## config.mk

```make
export PLATFORM = sky130hd
export DESIGN_NAME = weighted_priority_ready_queue_unit
export DESIGN_NICKNAME = d
export VERILOG_FILES = /design/src/hdl/wprq_pkg.sv /design/src/hdl/wprq_ram.sv /design/src/hdl/wprq_cfg.sv /design/src/hdl/weighted_priority_ready_queue_unit.sv
export SDC_FILE = /design/constraint.sdc
export NUM_CORES = 1
export LEC_CHECK = 0
export BUFFER_PORTS_ARGS = -buffer_cell sky130_fd_sc_hd__buf_2
export CORE_MARGIN = 2
export CORE_UTILIZATION = 40
export CTS_BUF_LIST = sky130_fd_sc_hd__clkbuf_8
export DETAILED_ROUTE_END_ITERATION = 12
export MAX_ROUTING_LAYER = met4
export PLACE_DENSITY_LB_ADDON = 0.12
export SYNTH_ARGS = -nofsm -noshare
export SYNTH_HDL_FRONTEND = slang
export SYNTH_SLANG_ARGS = --single-unit
```

## constraint.sdc

```tcl
create_clock -name clk -period 7.3 [get_ports clk]
set_clock_uncertainty 0.1 [all_clocks]
set_input_delay 1.095 -clock clk [delete_from_list [all_inputs] [get_ports clk]]
set_output_delay 1.095 -clock clk [all_outputs]
set_load 0.01 [all_outputs]
```

## src/hdl/wprq_pkg.sv

```systemverilog
// Shared types, codes and constants for the weighted priority ready queue.
// No dependencies; imported by wprq_cfg and weighted_priority_ready_queue_unit.
`timescale 1ns / 1ps

package wprq_pkg;

  localparam int NUM_LEVELS      = 3;
  localparam int LVL_W           = 2;
  localparam int QUOTA_W         = 8;
  localparam int STATUS_W        = 2;
  localparam int FUNC_W          = 2;
  localparam int THREAD_ID_W     = 8;
  localparam int CFG_ADDR_W      = 4;
  localparam int CFG_DATA_W      = 32;
  localparam int DEF_QUEUE_DEPTH = 16;
  localparam int DEF_ID_BITS     = 8;

  typedef enum logic [FUNC_W-1:0] {
    FUNC_INSERT = 2'd0,
    FUNC_REMOVE = 2'd1,
    FUNC_PICK   = 2'd2,
    FUNC_NOP    = 2'd3
  } func_t;

  typedef enum logic [STATUS_W-1:0] {
    ST_OK    = 2'd0,
    ST_DUP   = 2'd1,
    ST_FULL  = 2'd2,
    ST_EMPTY = 2'd3
  } status_t;

  typedef enum logic [2:0] {
    S_IDLE,
    S_SCAN,
    S_INSERT,
    S_PICK,
    S_PICK_OUT
  } state_t;

  // Configuration register indexes (byte address / 4)
  typedef enum logic [1:0] {
    REG_QUOTA0 = 2'd0,
    REG_QUOTA1 = 2'd1,
    REG_QUOTA2 = 2'd2,
    REG_NONE   = 2'd3
  } reg_idx_t;

  localparam logic [LVL_W-1:0] LEVEL_LAST    = 2'd2;
  localparam logic [LVL_W-1:0] LEVEL_INVALID = 2'd3;

  typedef logic [NUM_LEVELS-1:0][QUOTA_W-1:0] quota_t;

  localparam quota_t QUOTA_RESET = {8'd4, 8'd6, 8'd9};

  // Round-robin successor of a priority level
  function automatic logic [LVL_W-1:0] next_level(input logic [LVL_W-1:0] lv);
    logic [LVL_W-1:0] nl;
    nl = (lv == LEVEL_LAST) ? '0 : lv + 2'd1;
    return nl;
  endfunction

endpackage

```

## src/hdl/wprq_ram.sv

```systemverilog
// Generic single-write, single-read RAM with registered read data.
// No dependencies; holds the three level queues.
`timescale 1ns / 1ps

module wprq_ram #(
  parameter int WIDTH = 8,
  parameter int DEPTH = 64
) (
  input  logic                     clk,
  input  logic                     we,
  input  logic [$clog2(DEPTH)-1:0] waddr,
  input  logic [WIDTH-1:0]         wdata,
  input  logic                     re,
  input  logic [$clog2(DEPTH)-1:0] raddr,
  output logic [WIDTH-1:0]         rdata
);

  logic [WIDTH-1:0] mem [DEPTH];
  logic [WIDTH-1:0] rdata_r;

  // Write port
  always_ff @(posedge clk) begin
    if (we) begin
      mem[waddr] <= wdata;
    end
  end

  // Registered read port
  always_ff @(posedge clk) begin
    if (re) begin
      rdata_r <= mem[raddr];
    end
  end

  assign rdata = rdata_r;

endmodule

```

## src/hdl/wprq_cfg.sv

```systemverilog
// APB-style register block holding the three per-level pick quotas.
// Depends on wprq_pkg.
`timescale 1ns / 1ps

module wprq_cfg import wprq_pkg::*; (
  input  logic                  clk,
  input  logic                  rst_n,
  input  logic                  psel,
  input  logic                  penable,
  input  logic                  pwrite,
  input  logic [CFG_ADDR_W-1:0] paddr,
  input  logic [CFG_DATA_W-1:0] pwdata,
  output logic [CFG_DATA_W-1:0] prdata,
  output logic                  pready,
  output quota_t                quota
);

  quota_t   quota_r;
  quota_t   quota_nxt;
  reg_idx_t reg_idx;
  logic     wr_xfer;

  assign pready  = 1'b1;
  assign reg_idx = reg_idx_t'(paddr[3:2]);
  assign wr_xfer = psel && penable && pwrite && pready;

  // Decode the write transfer
  always_comb begin
    quota_nxt = quota_r;
    if (wr_xfer) begin
      case (reg_idx)
        REG_QUOTA0: quota_nxt[0] = pwdata[QUOTA_W-1:0];
        REG_QUOTA1: quota_nxt[1] = pwdata[QUOTA_W-1:0];
        REG_QUOTA2: quota_nxt[2] = pwdata[QUOTA_W-1:0];
        default:    quota_nxt    = quota_r;
      endcase
    end
  end

  always_ff @(posedge clk) begin
    if (!rst_n) begin
      quota_r <= QUOTA_RESET;
    end else begin
      quota_r <= quota_nxt;
    end
  end

  // Read mux
  always_comb begin
    case (reg_idx)
      REG_QUOTA0: prdata = CFG_DATA_W'(quota_r[0]);
      REG_QUOTA1: prdata = CFG_DATA_W'(quota_r[1]);
      REG_QUOTA2: prdata = CFG_DATA_W'(quota_r[2]);
      default:    prdata = '0;
    endcase
  end

  assign quota = quota_r;

endmodule

```

## src/hdl/weighted_priority_ready_queue_unit.sv

```systemverilog
// Weighted round-robin ready queues: three FIFO queues of thread ids in one RAM.
// Pick tries levels from the current one, skipping each empty level (empty status if none ready);
//   an unused code answers at once; insert/remove read every id of all three levels, one RAM
//   read per cycle, and insert then appends at the tail of its level.
// Busy until the result strobe, which cannot be stalled; next transfer may land in that cycle.
// Reset (rst_n, synchronous): counts, heads, served counts, level clear; quotas load 9/6/4.
`timescale 1ns / 1ps

module weighted_priority_ready_queue_unit import wprq_pkg::*; #(
  parameter int QUEUE_DEPTH = DEF_QUEUE_DEPTH,
  parameter int ID_BITS     = DEF_ID_BITS
) (
  input  logic                   clk,
  input  logic                   rst_n,
  input  logic                   start,
  output logic                   busy,
  input  logic [FUNC_W-1:0]      in_func,
  input  logic [THREAD_ID_W-1:0] in_thread_id,
  input  logic [LVL_W-1:0]       in_level,
  output logic                   out_valid,
  output logic [STATUS_W-1:0]    out_status,
  output logic [THREAD_ID_W-1:0] out_picked_id,
  output logic [LVL_W-1:0]       out_picked_level,
  input  logic                   psel,
  input  logic                   penable,
  input  logic                   pwrite,
  input  logic [CFG_ADDR_W-1:0]  paddr,
  input  logic [CFG_DATA_W-1:0]  pwdata,
  output logic [CFG_DATA_W-1:0]  prdata,
  output logic                   pready
);

  localparam int IDX_W    = $clog2(QUEUE_DEPTH);
  localparam int CNT_W    = $clog2(QUEUE_DEPTH + 1);
  localparam int RAM_DEPTH = NUM_LEVELS << IDX_W;
  localparam int ADDR_W   = $clog2(RAM_DEPTH);

  // Add an offset to a head pointer, wrapping at the queue depth
  function automatic logic [IDX_W-1:0] wrap_add(input logic [IDX_W-1:0] base,
                                                input logic [CNT_W-1:0] off);
    logic [CNT_W:0] sum;
    sum = (CNT_W+1)'(base) + (CNT_W+1)'(off);
    if (sum >= (CNT_W+1)'(QUEUE_DEPTH)) begin
      sum = sum - (CNT_W+1)'(QUEUE_DEPTH);
    end
    return sum[IDX_W-1:0];
  endfunction

  quota_t quota;

  wprq_cfg u_cfg (
    .clk     (clk),
    .rst_n   (rst_n),
    .psel    (psel),
    .penable (penable),
    .pwrite  (pwrite),
    .paddr   (paddr),
    .pwdata  (pwdata),
    .prdata  (prdata),
    .pready  (pready),
    .quota   (quota)
  );

  // Control state
  state_t             state_r, state_nxt;
  logic [CNT_W-1:0]   count_r  [NUM_LEVELS];
  logic [CNT_W-1:0]   count_nxt[NUM_LEVELS];
  logic [IDX_W-1:0]   head_r   [NUM_LEVELS];
  logic [IDX_W-1:0]   head_nxt [NUM_LEVELS];
  logic [QUOTA_W-1:0] served_r [NUM_LEVELS];
  logic [QUOTA_W-1:0] served_nxt[NUM_LEVELS];
  logic [LVL_W-1:0]   cur_level_r, cur_level_nxt;
  logic [LVL_W-1:0]   scan_lv_r, scan_lv_nxt;
  logic [CNT_W-1:0]   scan_idx_r, scan_idx_nxt;
  logic [CNT_W-1:0]   kept_r, kept_nxt;
  logic               dup_r, dup_nxt;
  logic               rd_vld_r, rd_vld_nxt;
  logic [LVL_W-1:0]   tries_r, tries_nxt;
  logic               out_valid_r, out_valid_nxt;

  // Payload held for the current item and the result
  func_t                  func_r, func_nxt;
  logic [ID_BITS-1:0]     id_r, id_nxt;
  logic [LVL_W-1:0]       level_r, level_nxt;
  status_t                out_status_r, out_status_nxt;
  logic [THREAD_ID_W-1:0] out_id_r, out_id_nxt;
  logic [LVL_W-1:0]       out_level_r, out_level_nxt;

  // Queue RAM, addressed {level, slot}
  logic               ram_we, ram_re;
  logic [ADDR_W-1:0]  ram_waddr, ram_raddr;
  logic [ID_BITS-1:0] ram_wdata, ram_rdata;

  wprq_ram #(
    .WIDTH (ID_BITS),
    .DEPTH (RAM_DEPTH)
  ) u_ram (
    .clk   (clk),
    .we    (ram_we),
    .waddr (ram_waddr),
    .wdata (ram_wdata),
    .re    (ram_re),
    .raddr (ram_raddr),
    .rdata (ram_rdata)
  );

  logic [QUOTA_W:0] served_inc;

  assign served_inc = {1'b0, served_r[cur_level_r]} + (QUOTA_W+1)'(1);

  // Sequencer: next state and datapath control
  always_comb begin
    state_nxt      = state_r;
    count_nxt      = count_r;
    head_nxt       = head_r;
    served_nxt     = served_r;
    cur_level_nxt  = cur_level_r;
    scan_lv_nxt    = scan_lv_r;
    scan_idx_nxt   = scan_idx_r;
    kept_nxt       = kept_r;
    dup_nxt        = dup_r;
    rd_vld_nxt     = 1'b0;
    tries_nxt      = tries_r;
    out_valid_nxt  = 1'b0;
    func_nxt       = func_r;
    id_nxt         = id_r;
    level_nxt      = level_r;
    out_status_nxt = out_status_r;
    out_id_nxt     = out_id_r;
    out_level_nxt  = out_level_r;
    ram_we         = 1'b0;
    ram_waddr      = '0;
    ram_wdata      = id_r;
    ram_re         = 1'b0;
    ram_raddr      = '0;

    case (state_r)
      S_IDLE: begin
        if (start) begin
          func_nxt     = func_t'(in_func);
          id_nxt       = ID_BITS'(in_thread_id);
          level_nxt    = in_level;
          scan_lv_nxt  = '0;
          scan_idx_nxt = '0;
          kept_nxt     = '0;
          dup_nxt      = 1'b0;
          tries_nxt    = '0;
          case (func_t'(in_func))
            FUNC_INSERT, FUNC_REMOVE: state_nxt = S_SCAN;
            FUNC_PICK:                state_nxt = S_PICK;
            default: begin
              // Unused code: answer at once, nothing changes
              out_valid_nxt  = 1'b1;
              out_status_nxt = ST_OK;
              out_id_nxt     = '0;
              out_level_nxt  = '0;
            end
          endcase
        end
      end

      S_SCAN: begin
        // Check the entry read last cycle
        if (rd_vld_r) begin
          if (func_r == FUNC_INSERT) begin
            if (ram_rdata == id_r) begin
              dup_nxt = 1'b1;
            end
          end else if (ram_rdata != id_r) begin
            // Compact: keep this id at the next free slot
            ram_we    = 1'b1;
            ram_waddr = {scan_lv_r, wrap_add(head_r[scan_lv_r], kept_r)};
            ram_wdata = ram_rdata;
            kept_nxt  = kept_r + CNT_W'(1);
          end
        end
        // Issue the next read, or close the level once the read pipe drains
        if (scan_idx_r < count_r[scan_lv_r]) begin
          ram_re       = 1'b1;
          ram_raddr    = {scan_lv_r, wrap_add(head_r[scan_lv_r], scan_idx_r)};
          scan_idx_nxt = scan_idx_r + CNT_W'(1);
          rd_vld_nxt   = 1'b1;
        end else if (!rd_vld_r) begin
          if (func_r == FUNC_REMOVE) begin
            count_nxt[scan_lv_r] = kept_r;
          end
          kept_nxt     = '0;
          scan_idx_nxt = '0;
          if (scan_lv_r == LEVEL_LAST) begin
            if (func_r == FUNC_INSERT) begin
              state_nxt = S_INSERT;
            end else begin
              state_nxt      = S_IDLE;
              out_valid_nxt  = 1'b1;
              out_status_nxt = ST_OK;
              out_id_nxt     = '0;
              out_level_nxt  = '0;
            end
          end else begin
            scan_lv_nxt = scan_lv_r + LVL_W'(1);
          end
        end
      end

      S_INSERT: begin
        state_nxt     = S_IDLE;
        out_valid_nxt = 1'b1;
        out_id_nxt    = '0;
        out_level_nxt = '0;
        if (dup_r) begin
          out_status_nxt = ST_DUP;
        end else if (level_r == LEVEL_INVALID) begin
          out_status_nxt = ST_FULL;
        end else if (count_r[level_r] == CNT_W'(QUEUE_DEPTH)) begin
          out_status_nxt = ST_FULL;
        end else begin
          // Append at the tail
          ram_we             = 1'b1;
          ram_waddr          = {level_r, wrap_add(head_r[level_r], count_r[level_r])};
          ram_wdata          = id_r;
          count_nxt[level_r] = count_r[level_r] + CNT_W'(1);
          out_status_nxt     = ST_OK;
        end
      end

      S_PICK: begin
        if (count_r[cur_level_r] != '0) begin
          ram_re    = 1'b1;
          ram_raddr = {cur_level_r, head_r[cur_level_r]};
          state_nxt = S_PICK_OUT;
        end else begin
          // Skip an empty level; give up after three
          cur_level_nxt = next_level(cur_level_r);
          tries_nxt     = tries_r + LVL_W'(1);
          if (tries_r == LEVEL_LAST) begin
            state_nxt      = S_IDLE;
            out_valid_nxt  = 1'b1;
            out_status_nxt = ST_EMPTY;
            out_id_nxt     = '0;
            out_level_nxt  = '0;
          end
        end
      end

      S_PICK_OUT: begin
        // Pop the head and charge the level's quota
        head_nxt[cur_level_r]  = wrap_add(head_r[cur_level_r], CNT_W'(1));
        count_nxt[cur_level_r] = count_r[cur_level_r] - CNT_W'(1);
        if (served_inc > {1'b0, quota[cur_level_r]}) begin
          served_nxt[cur_level_r] = '0;
          cur_level_nxt           = next_level(cur_level_r);
        end else begin
          served_nxt[cur_level_r] = served_inc[QUOTA_W-1:0];
        end
        state_nxt      = S_IDLE;
        out_valid_nxt  = 1'b1;
        out_status_nxt = ST_OK;
        out_id_nxt     = THREAD_ID_W'(ram_rdata);
        out_level_nxt  = cur_level_r;
      end

      default: state_nxt = S_IDLE;
    endcase
  end

  // Control registers
  always_ff @(posedge clk) begin
    if (!rst_n) begin
      state_r     <= S_IDLE;
      count_r     <= '{default: '0};
      head_r      <= '{default: '0};
      served_r    <= '{default: '0};
      cur_level_r <= '0;
      scan_lv_r   <= '0;
      scan_idx_r  <= '0;
      kept_r      <= '0;
      dup_r       <= 1'b0;
      rd_vld_r    <= 1'b0;
      tries_r     <= '0;
      out_valid_r <= 1'b0;
    end else begin
      state_r     <= state_nxt;
      count_r     <= count_nxt;
      head_r      <= head_nxt;
      served_r    <= served_nxt;
      cur_level_r <= cur_level_nxt;
      scan_lv_r   <= scan_lv_nxt;
      scan_idx_r  <= scan_idx_nxt;
      kept_r      <= kept_nxt;
      dup_r       <= dup_nxt;
      rd_vld_r    <= rd_vld_nxt;
      tries_r     <= tries_nxt;
      out_valid_r <= out_valid_nxt;
    end
  end

  // Payload registers
  always_ff @(posedge clk) begin
    func_r       <= func_nxt;
    id_r         <= id_nxt;
    level_r      <= level_nxt;
    out_status_r <= out_status_nxt;
    out_id_r     <= out_id_nxt;
    out_level_r  <= out_level_nxt;
  end

  assign busy             = (state_r != S_IDLE);
  assign out_valid        = out_valid_r;
  assign out_status       = out_status_r;
  assign out_picked_id    = out_id_r;
  assign out_picked_level = out_level_r;

`ifndef ASSERT_OFF
  // No queue ever holds more than its depth
  a_count_bound: assert property (@(posedge clk) disable iff (!rst_n)
    (count_r[0] <= CNT_W'(QUEUE_DEPTH)) && (count_r[1] <= CNT_W'(QUEUE_DEPTH)) &&
    (count_r[2] <= CNT_W'(QUEUE_DEPTH)))
    else $error("queue count above depth");

  // A pop only happens from a non-empty level
  a_pop_nonempty: assert property (@(posedge clk) disable iff (!rst_n)
    (state_r == S_PICK_OUT) |-> (count_r[cur_level_r] != '0))
    else $error("pick pops an empty level");

  // An accepted item keeps the block busy or answers at once
  a_accept_progress: assert property (@(posedge clk) disable iff (!rst_n)
    (start && !busy) |=> (busy || out_valid))
    else $error("accepted transfer lost");

  // The current level never takes the unused code
  a_level_range: assert property (@(posedge clk) disable iff (!rst_n)
    $past(rst_n) |-> (cur_level_r != LEVEL_INVALID))
    else $error("current level out of range");
`endif

endmodule
```

Word-level counts from Yosys, hierarchy flattened
Memories as Yosys holds them, arrays and structs flattened. A register that Yosys moved wholly into a read port is not among the register bits. Index checks and enable logic that the tools add are counted.

Add/sub/neg operators: 16. Magnitude comparators: 13. Equality and inequality tests: 36. Muxes and demuxes: 146. Bitwise logic cells: 5. Reductions and logical operators: 33.

Operator list (number): two-way mux 8 bit (16); two-way mux 15 bit (6); two-way mux 5 bit (17); two-way mux 4 bit (12); two-way mux 6 bit (8); bitwise mux 15 bit (3); case mux 15 bit (3 select lines) (1); two-way mux 2 bit (22); case mux 8 bit (5 select lines) (1); != test 2 bit, second input constant (17); binary-select mux 8 bit (select 2 bit) (2); binary-select mux 5 bit (select 2 bit) (3); demux 5 bit (select 2 bit) (3); AND 24 bit (1); binary-select mux 4 bit (select 2 bit) (3); bitwise mux 24 bit (1); two-way mux 24 bit (1); inverter 24 bit (1); case mux 6 bit (2 select lines) (2); case mux 8 bit (3 select lines) (1); two-way mux 1 bit (22); case mux 2 bit (5 select lines) (2); case mux 5 bit (2 select lines) (2); adder 4 x 5 -> 6 bit (3); other kinds (47) (99).

Bits in registers: 121. Memory bits (writable): 384. Input port bits: 54. Output and inout bits: 47. Logic and storage cells: 277. Memories kept: 1.

Memories: u_ram.mem (depth 48, width 8, rd ports 1, clocked after memory_dff 1, wr ports 1, RTL line wprq_ram.sv:18) `logic [WIDTH-1:0] mem [DEPTH];`.

Depth between registers and ports, before layout
Gate-level depths: netlist of the first run.

Depth in word-level cells: 11. Gate-level depth with buffers: 20. Depth with buffers taken out: 15.

Modules after synthesis
A second synthesis of the first run with hierarchy kept.

Cells, all modules: 1761. Area, all modules: 23591.4 um2.

By module, submodules not included: wprq_ram (times used 1, cells each 790, area each 15414.8 um2); weighted_priority_ready_queue_unit (times used 1, cells each 821, area each 6822.8 um2); wprq_cfg (times used 1, cells each 150, area each 1353.8 um2).

Worst setup path before layout of the first run
OpenSTA, ideal clock, no wires.

Kind: reg-to-reg. Start: register scan_lv_r[0]. End: register out_id_r[0], in the netlist out_picked_id[0] (enable). Setup time: 0.419 ns. Data arrival time: 3.940 ns. Data required time: 6.781 ns. Setup slack: 2.840 ns. Cell stages (with the launch flop): 13. Path buffers: 2. Cell sequence: dfxtp_1 -> buf_6 -> clkbuf_1 -> mux2i_1 -> nor2_1 -> a31oi_1 -> ha_1 -> nand4_1 -> a211oi_4 -> nor4b_1 -> inv_1 -> o21ai_0 -> nor4b_1.

Cells in the longest elaborated chain, start to end: 7. Elaborated cells between the ends (all ways): 9. Classes of those cells: order compare (1); eq/ne (3); mux (3); bitwise (1); reduce/logical (1).

RTL lines: from (decl) (RTL line weighted_priority_ready_queue_unit.sv:73) `logic [LVL_W-1:0] scan_lv_r, scan_lv_nxt;`; from (signal assigned) (RTL line weighted_priority_ready_queue_unit.sv:287) `scan_lv_r <= scan_lv_nxt;`; inverter 2 -> 3 bit (not written as such) (RTL line weighted_priority_ready_queue_unit.sv:178) `if (scan_idx_r < count_r[scan_lv_r]) begin`; binary-select mux 5 bit (select 2 bit) (RTL line weighted_priority_ready_queue_unit.sv:178); two-way mux 5 bit (not written as such) (2 in series) (RTL line weighted_priority_ready_queue_unit.sv:178); less-than comparator 5 bit (RTL line weighted_priority_ready_queue_unit.sv:178); != test 2 bit (no line); AND reduction 9 bit (no line) *; to (signal assigned) (RTL line weighted_priority_ready_queue_unit.sv:303) `out_id_r <= out_id_nxt;`; to (decl) (RTL line weighted_priority_ready_queue_unit.sv:86) `logic [THREAD_ID_W-1:0] out_id_r, out_id_nxt;`.

Every way passes the cells marked *; elsewhere a longest branch is shown, timed or not. The select of a mux whose other input is x is not followed. A chain may end at the register's enable or synchronous reset.

Final worst setup path of the first run
Start: register scan_lv_r[0]. End: register u_ram.rdata_r[7], in the netlist u_ram.rdata[7] (read register of u_ram.mem), data pin.

Cells in the longest elaborated chain, start to end: 9. Elaborated cells between the ends (all ways): 16. Classes of those cells: add/sub (2); order compare (2); mux (11); bitwise (1).

RTL lines: inverter 2 -> 3 bit (not written as such) (RTL line weighted_priority_ready_queue_unit.sv:178, weighted_priority_ready_queue_unit.sv:180); binary-select mux 4 bit (select 2 bit) (RTL line weighted_priority_ready_queue_unit.sv:180) `ram_raddr = {scan_lv_r, wrap_add(head_r[scan_lv_r], scan_idx_r)};`; two-way mux 4 bit (not written as such) (2 in series) (RTL line weighted_priority_ready_queue_unit.sv:180); adder 4 x 5 -> 6 bit (RTL line weighted_priority_ready_queue_unit.sv:42) `sum = (CNT_W+1)'(base) + (CNT_W+1)'(off);`; >= comparator 6 x 5 -> 1 bit or subtractor 4 x 1 -> 4 bit (tied branches) (RTL line weighted_priority_ready_queue_unit.sv:43, weighted_priority_ready_queue_unit.sv:44); two-way mux 4 bit (RTL line weighted_priority_ready_queue_unit.sv:43) `if (sum >= (CNT_W+1)'(QUEUE_DEPTH)) begin`; two-way mux 6 bit (RTL line weighted_priority_ready_queue_unit.sv:178); case mux 6 bit (2 select lines) (RTL line weighted_priority_ready_queue_unit.sv:137) `case (state_r)`; to (decl) (RTL line wprq_ram.sv:19) `logic [WIDTH-1:0] rdata_r;`.

Several ways; a longest one is shown, not always the timed one. The select of a mux whose other input is x is not followed.

==> results of run 1 <==
==> critical path, delay by kind of cell, from the launching register on <==
kind	cells	cell delay [ns]
buf+inv	2	0.65
flops	1	0.82
simple gates	4	1.73
mux	1	0.11
fa+ha+maj	1	0.30
compound gates	4	1.57
==> cell usage after synthesis, types with 24 or more instances <==
cell	instances
sky130_fd_sc_hd__a21oi_1	139
sky130_fd_sc_hd__a221oi_1	26
sky130_fd_sc_hd__and2_1	52
sky130_fd_sc_hd__and3_1	32
sky130_fd_sc_hd__buf_2	31
sky130_fd_sc_hd__buf_4	49
sky130_fd_sc_hd__clkbuf_1	51
sky130_fd_sc_hd__dfxtp_1	97
sky130_fd_sc_hd__edfxtp_1	416
sky130_fd_sc_hd__ha_1	33
sky130_fd_sc_hd__inv_1	25
sky130_fd_sc_hd__mux2i_1	116
sky130_fd_sc_hd__nand2_1	369
sky130_fd_sc_hd__nand3_1	50
sky130_fd_sc_hd__nor2_1	102
sky130_fd_sc_hd__nor2b_1	39
sky130_fd_sc_hd__o21ai_0	81
sky130_fd_sc_hd__o31ai_1	24
==> sequential cells by signal, summed over array words and instances (netlist names), 3 cells and up <==
register and flops:
u_ram.rdata 8, out_picked_id 8, id_r 8, scan_idx_r 5, served_r 24, u_cfg.quota 24, state_r 3, u_ram.mem 384
kept_r 5, head_r 12, count_r 15
==> kinds of logic (layout without fill, tap and decap cells) <==
| kind of cell | after synthesis | after routing | share of synthesized area, % |
|---|---|---|---|
| buffers and inverters | 168 | 264 | 3.80 |
| AOI/OAI and AO/OA | 445 | 445 | 12.4 |
| xor gates and xnor gates | 34 | 34 | 1.32 |
| adders and majority gates | 36 | 36 | 2.00 |
| DFF | 513 | 513 | 61.1 |
| other | 2 | 26 | 0.0318 |
| and+or+nand+nor | 721 | 721 | 14.0 |
| muxes | 127 | 127 | 5.44 |
==> report_power, final <==
part,switching [mW],internal (mW)
combinational,0.242,0.101
sequential,0.0334,3.22
clock,1.20,1.26
total,1.48,4.58
==> layer usage <==
metal,vias to the layer above,part of all wire [%],GRT usage (%)
li1,7616,-,-
met1,7826,44,26.7
met2,394,49,34.5
met3,116,4.6,3.28
met4,0,2.8,7.07
met5,-,0,-
==> final cells by class <==
type,count,area share (%)
inverter,25,0.359
antenna,1,0.00959
tap,773,3.71
clock buffer,93,4.90
multi-input combinational,1388,32.3
sequential,513,55.3
timing repair buffer,80,2.02
clock inverter,66,1.44
==> worst max-delay path by stage <==
| stage | from | endpoint | slack, ns |
|---|---|---|---|
| after floorplan | scan_lv_r[0]$_SDFFE_PN0P_ | out_picked_id[0]$_SDFFCE_PN0P_ | 2.84 |
| after global placement | scan_lv_r[0]$_SDFFE_PN0P_ | u_ram.rdata[2]$_DFFE_PP_ | 1.78 |
| after detailed placement | scan_lv_r[0]$_SDFFE_PN0P_ | u_ram.rdata[2]$_DFFE_PP_ | 1.69 |
| after CTS | scan_lv_r[0]$_SDFFE_PN0P_ | u_ram.rdata[2]$_DFFE_PP_ | 1.68 |
| after global routing | scan_lv_r[0]$_SDFFE_PN0P_ | u_ram.rdata[1]$_DFFE_PP_ | 1.39 |
| final | scan_lv_r[0]$_SDFFE_PN0P_ | u_ram.rdata[7]$_DFFE_PP_ | 1.65 |
==> impl_results.html, run 1 <==
<table>
<tr><th>Metric</th><th>Value</th></tr>
<tr><th colspan="2">Clock network</th></tr>
<tr><td>Clock-pin slew on the worst setup and hold paths</td><td>0.06 ns</td></tr>
<tr><td>Latest clock arrival within the worst-skew pair</td><td>0.70 ns</td></tr>
<tr><td>Deepest level of the CTS H-tree</td><td>3</td></tr>
<tr><td>Clock tree from TritonCTS</td><td>built</td></tr>
<tr><td>Buffers from clock root to sink, at most</td><td>3</td></tr>
<tr><td>Post-CTS setup-driven buffer insertion count</td><td>0</td></tr>
<tr><td>Sinks on the clock net</td><td>513</td></tr>
<tr><td>Cells resized by post-CTS repair</td><td>0</td></tr>
<tr><td>Root Buffer</td><td>sky130_fd_sc_hd__clkbuf_8</td></tr>
<tr><td>TritonCTS buffer count</td><td>88</td></tr>
<tr><td>Quantity of hold-fixing buffers added after cts</td><td>0</td></tr>
<tr><th colspan="2">Worst setup path</th></tr>
<tr><td>Largest stage delay on the critical path</td><td>0.82 ns</td></tr>
<tr><td>Critical-path top delay cell</td><td>sky130_fd_sc_hd__dfxtp_1</td></tr>
<tr><td>Category of the most critical setup path</td><td>register to register</td></tr>
<tr><td>Critical register-to-register path startpoint</td><td>scan_lv_r[0]$_SDFFE_PN0P_</td></tr>
<tr><td>WP data required</td><td>around 7.6 ns</td></tr>
<tr><td>Reg-to-reg critical path endpoint</td><td>u_ram.rdata[7]$_DFFE_PP_</td></tr>
<tr><td>Worst-path maximum fanout</td><td>55</td></tr>
<tr><td>Cell occurring most often along the worst timing path</td><td>sky130_fd_sc_hd__nor4_1</td></tr>
<tr><td>Cells along the critical path</td><td>inv_1 -&gt; a31oi_1 -&gt; ha_1 -&gt; nand4_1 -&gt; o2111ai_1 -&gt; nor3_1 -&gt; a21o_4 -&gt; buf_12 -&gt; mux2i_1 -&gt; a221oi_1 -&gt; nor4_1 -&gt; nor4_1</td></tr>
<tr><td>R2r worst-path depth</td><td>12</td></tr>
<tr><td>Arrival time of the worst setup path</td><td>a little under 6 ns</td></tr>
<tr><td>Startpoint Class</td><td>register</td></tr>
<tr><td>Critical path endpoint category</td><td>register</td></tr>
<tr><td>Reg2Reg Setup Slack</td><td>1.65 ns</td></tr>
<tr><th colspan="2">Worst hold path</th></tr>
<tr><td>Worst hold path startpoint</td><td>served_r[0]$_SDFFE_PN0P_</td></tr>
<tr><td>Type of the most critical hold path</td><td>register to register</td></tr>
<tr><td>Min-Delay Endpoint</td><td>served_r[0]$_SDFFE_PN0P_</td></tr>
<tr><td>Number of cells traversed by the worst hold path</td><td>2</td></tr>
<tr><th colspan="2">Floorplan</th></tr>
<tr><td>Number of cell rows</td><td>89</td></tr>
<tr><td>Initial Util</td><td>between 40% and 50%</td></tr>
<tr><td>Area enclosed by the die boundary</td><td>61000 um2</td></tr>
<tr><td>Die Ht</td><td>~250 um</td></tr>
<tr><td>DIE WIDTH</td><td>247 um</td></tr>
<tr><td>Number of top-level pins</td><td>101</td></tr>
<tr><td>Standard cell core area</td><td>58700 um2</td></tr>
<tr><th colspan="2">Power</th></tr>
<tr><td>Ratio of total power to cell area</td><td>232 nW/um2</td></tr>
<tr><td>Leakage power</td><td>between 9 and 10 nW</td></tr>
<tr><td>Overall power consumption</td><td>6.06 mW</td></tr>
<tr><td>Worst IR drop on VDD</td><td>approximately 0.16 mV</td></tr>
<tr><th colspan="2">Cells and area</th></tr>
<tr><td>Commonest cells after routing, fill and taps aside</td><td>416 x sky130_fd_sc_hd__edfxtp_1, 369 x sky130_fd_sc_hd__nand2_1, 138 x sky130_fd_sc_hd__a21oi_1</td></tr>
<tr><td>Share of cells above drive strength 1</td><td>10.0%</td></tr>
<tr><td>Post-route core utilization</td><td>44.5%</td></tr>
<tr><td>Final non-filler cell area</td><td>~26000 um2</td></tr>
<tr><td>Layout overhead on the synthesized area</td><td>10.5%</td></tr>
<tr><td>Post-route insts no fill</td><td>2939</td></tr>
<tr><td>Number of nets at the end of the flow</td><td>2186</td></tr>
<tr><td>Storage cell area</td><td>14400 um2</td></tr>
<tr><td>Number of fill cells in the layout</td><td>5527</td></tr>
<tr><td>Most frequent standard cell in the layout excluding fill and tap cells</td><td>sky130_fd_sc_hd__edfxtp_1</td></tr>
<tr><td>Multi-input gate area in the final layout</td><td>8420 um2</td></tr>
<tr><th colspan="2">Timing</th></tr>
<tr><td>Total negative setup slack</td><td>0 ns</td></tr>
<tr><td>Share of the cycle needed by the critical path after routing</td><td>77.5%</td></tr>
<tr><td>Worst Tran Pin Value</td><td>1.22 ns</td></tr>
<tr><td>Slew margin rel.</td><td>18.2%</td></tr>
<tr><td>Number of pins with negative max-slew slack in the final report</td><td>0</td></tr>
<tr><td>Max Clock Freq</td><td>0.177 GHz</td></tr>
<tr><td>Worst Slack Setup Final</td><td>1.65 ns</td></tr>
<tr><td>Number of hold violations in the final report</td><td>0</td></tr>
<tr><td>RSZ-0062 raised after global routing</td><td>no</td></tr>
<tr><td>Number of setup violations in the final report</td><td>0</td></tr>
<tr><td>Time the final worst path needs with I/O delays and setup</td><td>5.65 ns</td></tr>
<tr><td>Fin Hold WS</td><td>approximately 0.38 ns</td></tr>
<tr><th colspan="2">GRT</th></tr>
<tr><td>Number of global-route vias before repair</td><td>roughly 16k</td></tr>
<tr><td>Global-route wire length before repair</td><td>between 90 and 100 mm</td></tr>
<tr><td>Maximum number of pins on one net before global-route repair</td><td>71</td></tr>
<tr><td>Antenna violations before repair</td><td>1</td></tr>
<tr><td>Tot GR Track Use</td><td>21.1%</td></tr>
<tr><td>Total gr overflow</td><td>0</td></tr>
<tr><th colspan="2">Placed design</th></tr>
<tr><td>Routability congestion estimate from global placement</td><td>roughly 0.87</td></tr>
<tr><td>Total cell area at the placement stage</td><td>24400 um2</td></tr>
<tr><td>Detailed placer's ending HPWL</td><td>around 40 mm</td></tr>
<tr><td>Quantity of I/O buffers inserted on ports</td><td>49</td></tr>
<tr><td>Total instance count after detailed placement</td><td>2779</td></tr>
<tr><td>Post-placement worst setup slack</td><td>1.69 ns</td></tr>
<tr><th colspan="2">Detailed routing</th></tr>
<tr><td>Drt initial violations</td><td>about 1.2k</td></tr>
<tr><td>Detailed-route wire length per cell</td><td>roughly 21 um</td></tr>
<tr><td>Count of vias placed by the detailed router</td><td>about 16k</td></tr>
<tr><td>Number of detailed-routing iterations run before antenna repair</td><td>5</td></tr>
<tr><td>Antenna-violating nets left</td><td>0</td></tr>
<tr><td>Total DRC errors in the routed layout</td><td>0</td></tr>
<tr><td>Via/cell ratio</td><td>5.43</td></tr>
<tr><td>Total Routed Length</td><td>around 62 mm</td></tr>
<tr><th colspan="2">Yosys</th></tr>
<tr><td>Cell types with the largest area share after synthesis</td><td>sky130_fd_sc_hd__edfxtp_1 53%, sky130_fd_sc_hd__dfxtp_1 8.2%, sky130_fd_sc_hd__nand2_1 5.9%</td></tr>
<tr><td>Post-synth top area cell</td><td>sky130_fd_sc_hd__edfxtp_1</td></tr>
<tr><td>Number of flip-flops and latches in the synthesized netlist</td><td>513</td></tr>
<tr><td>Average cell area after synthesis</td><td>11.6 um2</td></tr>
<tr><td>Number of enable flip-flop cells after synthesis</td><td>about 420</td></tr>
<tr><td>Post-synth ARST share</td><td>0%</td></tr>
<tr><td>Number of warnings issued by yosys</td><td>0</td></tr>
<tr><td>Top flip-flop cell by instance count after synthesis</td><td>sky130_fd_sc_hd__edfxtp_1</td></tr>
<tr><td>Sequential fraction of the synthesis area</td><td>61.1%</td></tr>
<tr><td>Proportion of netlist area held by the largest area contributor</td><td>around 53%</td></tr>
<tr><td>Netlist area before placement</td><td>23600 um2</td></tr>
<tr><td>Count of distinct cell types in the synthesized netlist</td><td>72</td></tr>
<tr><td>Cells after Synth</td><td>about 2.0k</td></tr>
<tr><th colspan="2">Run status</th></tr>
<tr><td>Outcome</td><td>finished clean</td></tr>
<tr><th colspan="2">Flow run</th></tr>
<tr><td>MaxCap Viol Count</td><td>0</td></tr>
</table>
Power figures use the tool's default switching activity.
==> run 2: changes to the inputs <==
==> constraint.sdc (replaced) <==
create_clock -name clk -period 5.9 [get_ports clk]
set_clock_uncertainty 0.1 [all_clocks]
set_input_delay 0.885 -clock clk [delete_from_list [all_inputs] [get_ports clk]]
set_output_delay 0.885 -clock clk [all_outputs]
set_load 0.01 [all_outputs]
==> run 2 against run 1 <==
Cell area grew 1.9%. Largest power group unchanged. Register-to-register slack worse by 0.78 ns. Sequential share of layout area down 1.0 points. Routed wire length is 1.6% higher. Sequential power increased by 24%. Flip-flop and latch count unchanged. Critical path depth grew 2.
==> impl_results.html, run 2 (synthesis gave the netlist of run 1 again) <==
<table>
<tr><th>Metric</th><th>Value</th></tr>
<tr><th colspan="2">Run status</th></tr>
<tr><td>Outcome</td><td>finished clean</td></tr>
<tr><th colspan="2">Worst setup path</th></tr>
<tr><td>Startpoint Class</td><td>register</td></tr>
<tr><td>Critical path endpoint category</td><td>register</td></tr>
<tr><td>Worst-path maximum fanout</td><td>14</td></tr>
<tr><td>Category of the most critical setup path</td><td>register to register</td></tr>
<tr><td>WP data required</td><td>6.17 ns</td></tr>
<tr><td>Arrival time of the worst setup path</td><td>5.31 ns</td></tr>
<tr><td>Reg2Reg Setup Slack</td><td>between 0.8 and 0.9 ns</td></tr>
<tr><th colspan="2">Flow run</th></tr>
<tr><td>MaxCap Viol Count</td><td>0</td></tr>
<tr><th colspan="2">Timing</th></tr>
<tr><td>Number of pins with negative max-slew slack in the final report</td><td>0</td></tr>
<tr><td>Share of the cycle needed by the critical path after routing</td><td>85.4%</td></tr>
<tr><td>Number of hold violations in the final report</td><td>0</td></tr>
<tr><td>Worst Tran Pin Value</td><td>1.17 ns</td></tr>
<tr><td>Time the final worst path needs with I/O delays and setup</td><td>5.04 ns</td></tr>
<tr><td>Max Clock Freq</td><td>0.198 GHz</td></tr>
<tr><td>RSZ-0062 raised after global routing</td><td>no</td></tr>
<tr><td>Total negative setup slack</td><td>0 ns</td></tr>
<tr><td>Number of setup violations in the final report</td><td>0</td></tr>
<tr><td>Slew margin rel.</td><td>around 22%</td></tr>
<tr><td>Fin Hold WS</td><td>about 0.28 ns</td></tr>
<tr><th colspan="2">Cells and area</th></tr>
<tr><td>Layout overhead on the synthesized area</td><td>12.5%</td></tr>
<tr><td>Share of cells above drive strength 1</td><td>13.0%</td></tr>
<tr><td>Most frequent standard cell in the layout excluding fill and tap cells</td><td>sky130_fd_sc_hd__edfxtp_1</td></tr>
<tr><td>Number of nets at the end of the flow</td><td>approximately 2.3k</td></tr>
<tr><td>Flip-flop count of the largest register, all copies and words added</td><td>between 300 and 400</td></tr>
<tr><td>Commonest cells after routing, fill and taps aside</td><td>416 x sky130_fd_sc_hd__edfxtp_1, 369 x sky130_fd_sc_hd__nand2_1, 138 x sky130_fd_sc_hd__a21oi_1</td></tr>
<tr><td>Largest register by flop count</td><td>u_ram.mem</td></tr>
<tr><th colspan="2">GRT</th></tr>
<tr><td>Routing layer with the top usage in global route</td><td>met2</td></tr>
<tr><td>Antenna violations before repair</td><td>1</td></tr>
<tr><td>Global-route wire length before repair</td><td>94.9 mm</td></tr>
<tr><td>Maximum number of pins on one net before global-route repair</td><td>71</td></tr>
<tr><td>Total gr overflow</td><td>0</td></tr>
<tr><td>Fraction of met2 tracks used by global routing</td><td>between 30% and 40%</td></tr>
<tr><td>Tot GR Track Use</td><td>21.3%</td></tr>
<tr><td>Number of global-route vias before repair</td><td>about 16k</td></tr>
<tr><td>Global routing met1 resource utilization</td><td>between 20% and 30%</td></tr>
<tr><td>GR met3 Demand/Resource</td><td>3.97%</td></tr>
<tr><th colspan="2">Detailed routing</th></tr>
<tr><td>Total Routed Length</td><td>63.2 mm</td></tr>
<tr><td>Via/cell ratio</td><td>between 5 and 6</td></tr>
<tr><td>Number of detailed-routing iterations run before antenna repair</td><td>7</td></tr>
<tr><td>Total DRC errors in the routed layout</td><td>0</td></tr>
<tr><td>Antenna-violating nets left</td><td>0</td></tr>
<tr><td>Drt initial violations</td><td>~1.1k</td></tr>
<tr><td>Detailed-route wire length per cell</td><td>21.0 um</td></tr>
<tr><td>Count of vias placed by the detailed router</td><td>16.2k</td></tr>
<tr><th colspan="2">Floorplan</th></tr>
<tr><td>Number of top-level pins</td><td>101</td></tr>
<tr><td>Standard cell core area</td><td>58700 um2</td></tr>
<tr><td>Initial Util</td><td>40.3%</td></tr>
<tr><td>Number of cell rows</td><td>89</td></tr>
<tr><td>Area enclosed by the die boundary</td><td>61000 um2</td></tr>
<tr><td>Die Ht</td><td>247 um</td></tr>
<tr><td>DIE WIDTH</td><td>247 um</td></tr>
<tr><th colspan="2">Power</th></tr>
<tr><td>Worst IR drop on VDD</td><td>roughly 0.16 mV</td></tr>
<tr><td>Ratio of total power to cell area</td><td>281 nW/um2</td></tr>
<tr><td>Leakage power</td><td>9.53 nW</td></tr>
<tr><td>Overall power consumption</td><td>7.46 mW</td></tr>
<tr><th colspan="2">Worst hold path</th></tr>
<tr><td>Type of the most critical hold path</td><td>input pin to register</td></tr>
<tr><th colspan="2">Clock network</th></tr>
<tr><td>Clock-pin slew on the worst setup and hold paths</td><td>0.06 ns</td></tr>
<tr><td>Post-CTS setup-driven buffer insertion count</td><td>0</td></tr>
<tr><td>Root Buffer</td><td>sky130_fd_sc_hd__clkbuf_8</td></tr>
<tr><td>Quantity of hold-fixing buffers added after cts</td><td>0</td></tr>
<tr><td>Cells resized by post-CTS repair</td><td>0</td></tr>
<tr><td>Clock tree from TritonCTS</td><td>built</td></tr>
<tr><td>TritonCTS buffer count</td><td>between 90 and 100</td></tr>
<tr><td>Deepest level of the CTS H-tree</td><td>3</td></tr>
<tr><td>Latest clock arrival within the worst-skew pair</td><td>0.70 ns</td></tr>
<tr><td>Sinks on the clock net</td><td>513</td></tr>
<tr><td>Buffers from clock root to sink, at most</td><td>3</td></tr>
<tr><th colspan="2">Placed design</th></tr>
<tr><td>Routability congestion estimate from global placement</td><td>0.883</td></tr>
<tr><td>Detailed placer's ending HPWL</td><td>40.8 mm</td></tr>
<tr><td>Quantity of I/O buffers inserted on ports</td><td>49</td></tr>
</table>
-- run 2: cell types whose count changed in the layout (fill, tap and decap cells not counted), sizes merged --
cell,delta
inv,+1
bufinv,-2
buf,+64
clkinvlp,-1
clkinv,+8
clkbuf,+3
-- run 2: area by class of cell --
class                      count  area, um2
antenna                        1       2.50
clock buffer                  96       1320
clock inverter                72        334
fill                        5440      32100
inverter                      25       93.8
multi-input combinational   1388       8420
sequential                   513      14400
tap                          773        967
timing repair buffer         144       1020
-- run 2: where the power goes --
part / switching [mW] / total (mW) / internal [mW]
sequential: 0.0306 / 4.02 / 3.99
combinational: 0.313 / 0.441 / 0.128
clock: 1.49 / 3.01 / 1.52
-- run 2: path summary, 6_finish.rpt --
path	start	cells after the start	end
hold reg to reg	served_r[8]$_SDFFE_PN0P_	2	served_r[8]$_SDFFE_PN0P_
setup reg to reg	scan_lv_r[0]$_SDFFE_PN0P_	14	u_ram.rdata[4]$_DFFE_PP_
setup / recovery	scan_lv_r[0]$_SDFFE_PN0P_	14	u_ram.rdata[4]$_DFFE_PP_
hold / removal	in_thread_id[0]	1	id_r[0]$_DFFE_PP_
-- run 2: through the flow --
| step | worst slack [ns] | std cells | cell area, um2 | utilization [%] |
|---|---|---|---|---|
| CTS | 0.850 | 3011 | 26600 | 45.3 |
| global placement | 0.978 | 2843 | 24900 | 42.5 |
| detailed placement | 0.862 | 2843 | 24900 | 42.5 |
| floorplan | 1.44 | 2069 | 23700 | - |
| finish | 0.861 | 3012 | 26600 | 45.3 |
| global route | 0.549 | 3012 | 26600 | 45.3 |
-- run 2: worst max-delay path: stages, from the launching register on --
cell and delay [ns]:
sky130_fd_sc_hd__dfxtp_1 0.57, sky130_fd_sc_hd__buf_4 0.33, sky130_fd_sc_hd__mux2i_1 0.22, sky130_fd_sc_hd__o22a_1 0.24
sky130_fd_sc_hd__inv_1 0.13, sky130_fd_sc_hd__ha_1 0.28, sky130_fd_sc_hd__a21o_1 0.15, sky130_fd_sc_hd__a21oi_1 0.16
sky130_fd_sc_hd__xnor3_1 0.35, sky130_fd_sc_hd__nand3_1 0.13, sky130_fd_sc_hd__o31ai_1 0.21, sky130_fd_sc_hd__nand4_1 0.52
sky130_fd_sc_hd__nor2_1 0.09, sky130_fd_sc_hd__or4b_1 0.61, sky130_fd_sc_hd__nor4_1 0.64
-- run 2: metal layers --
| metal | wire, um | share of wire, % |
|---|---|---|
| met1 | 27600 | 44 |
| met2 | 30400 | 48 |
| met3 | 3010 | 4.8 |
| met4 | 2130 | 3.4 |
| met5 | 0 | 0 |
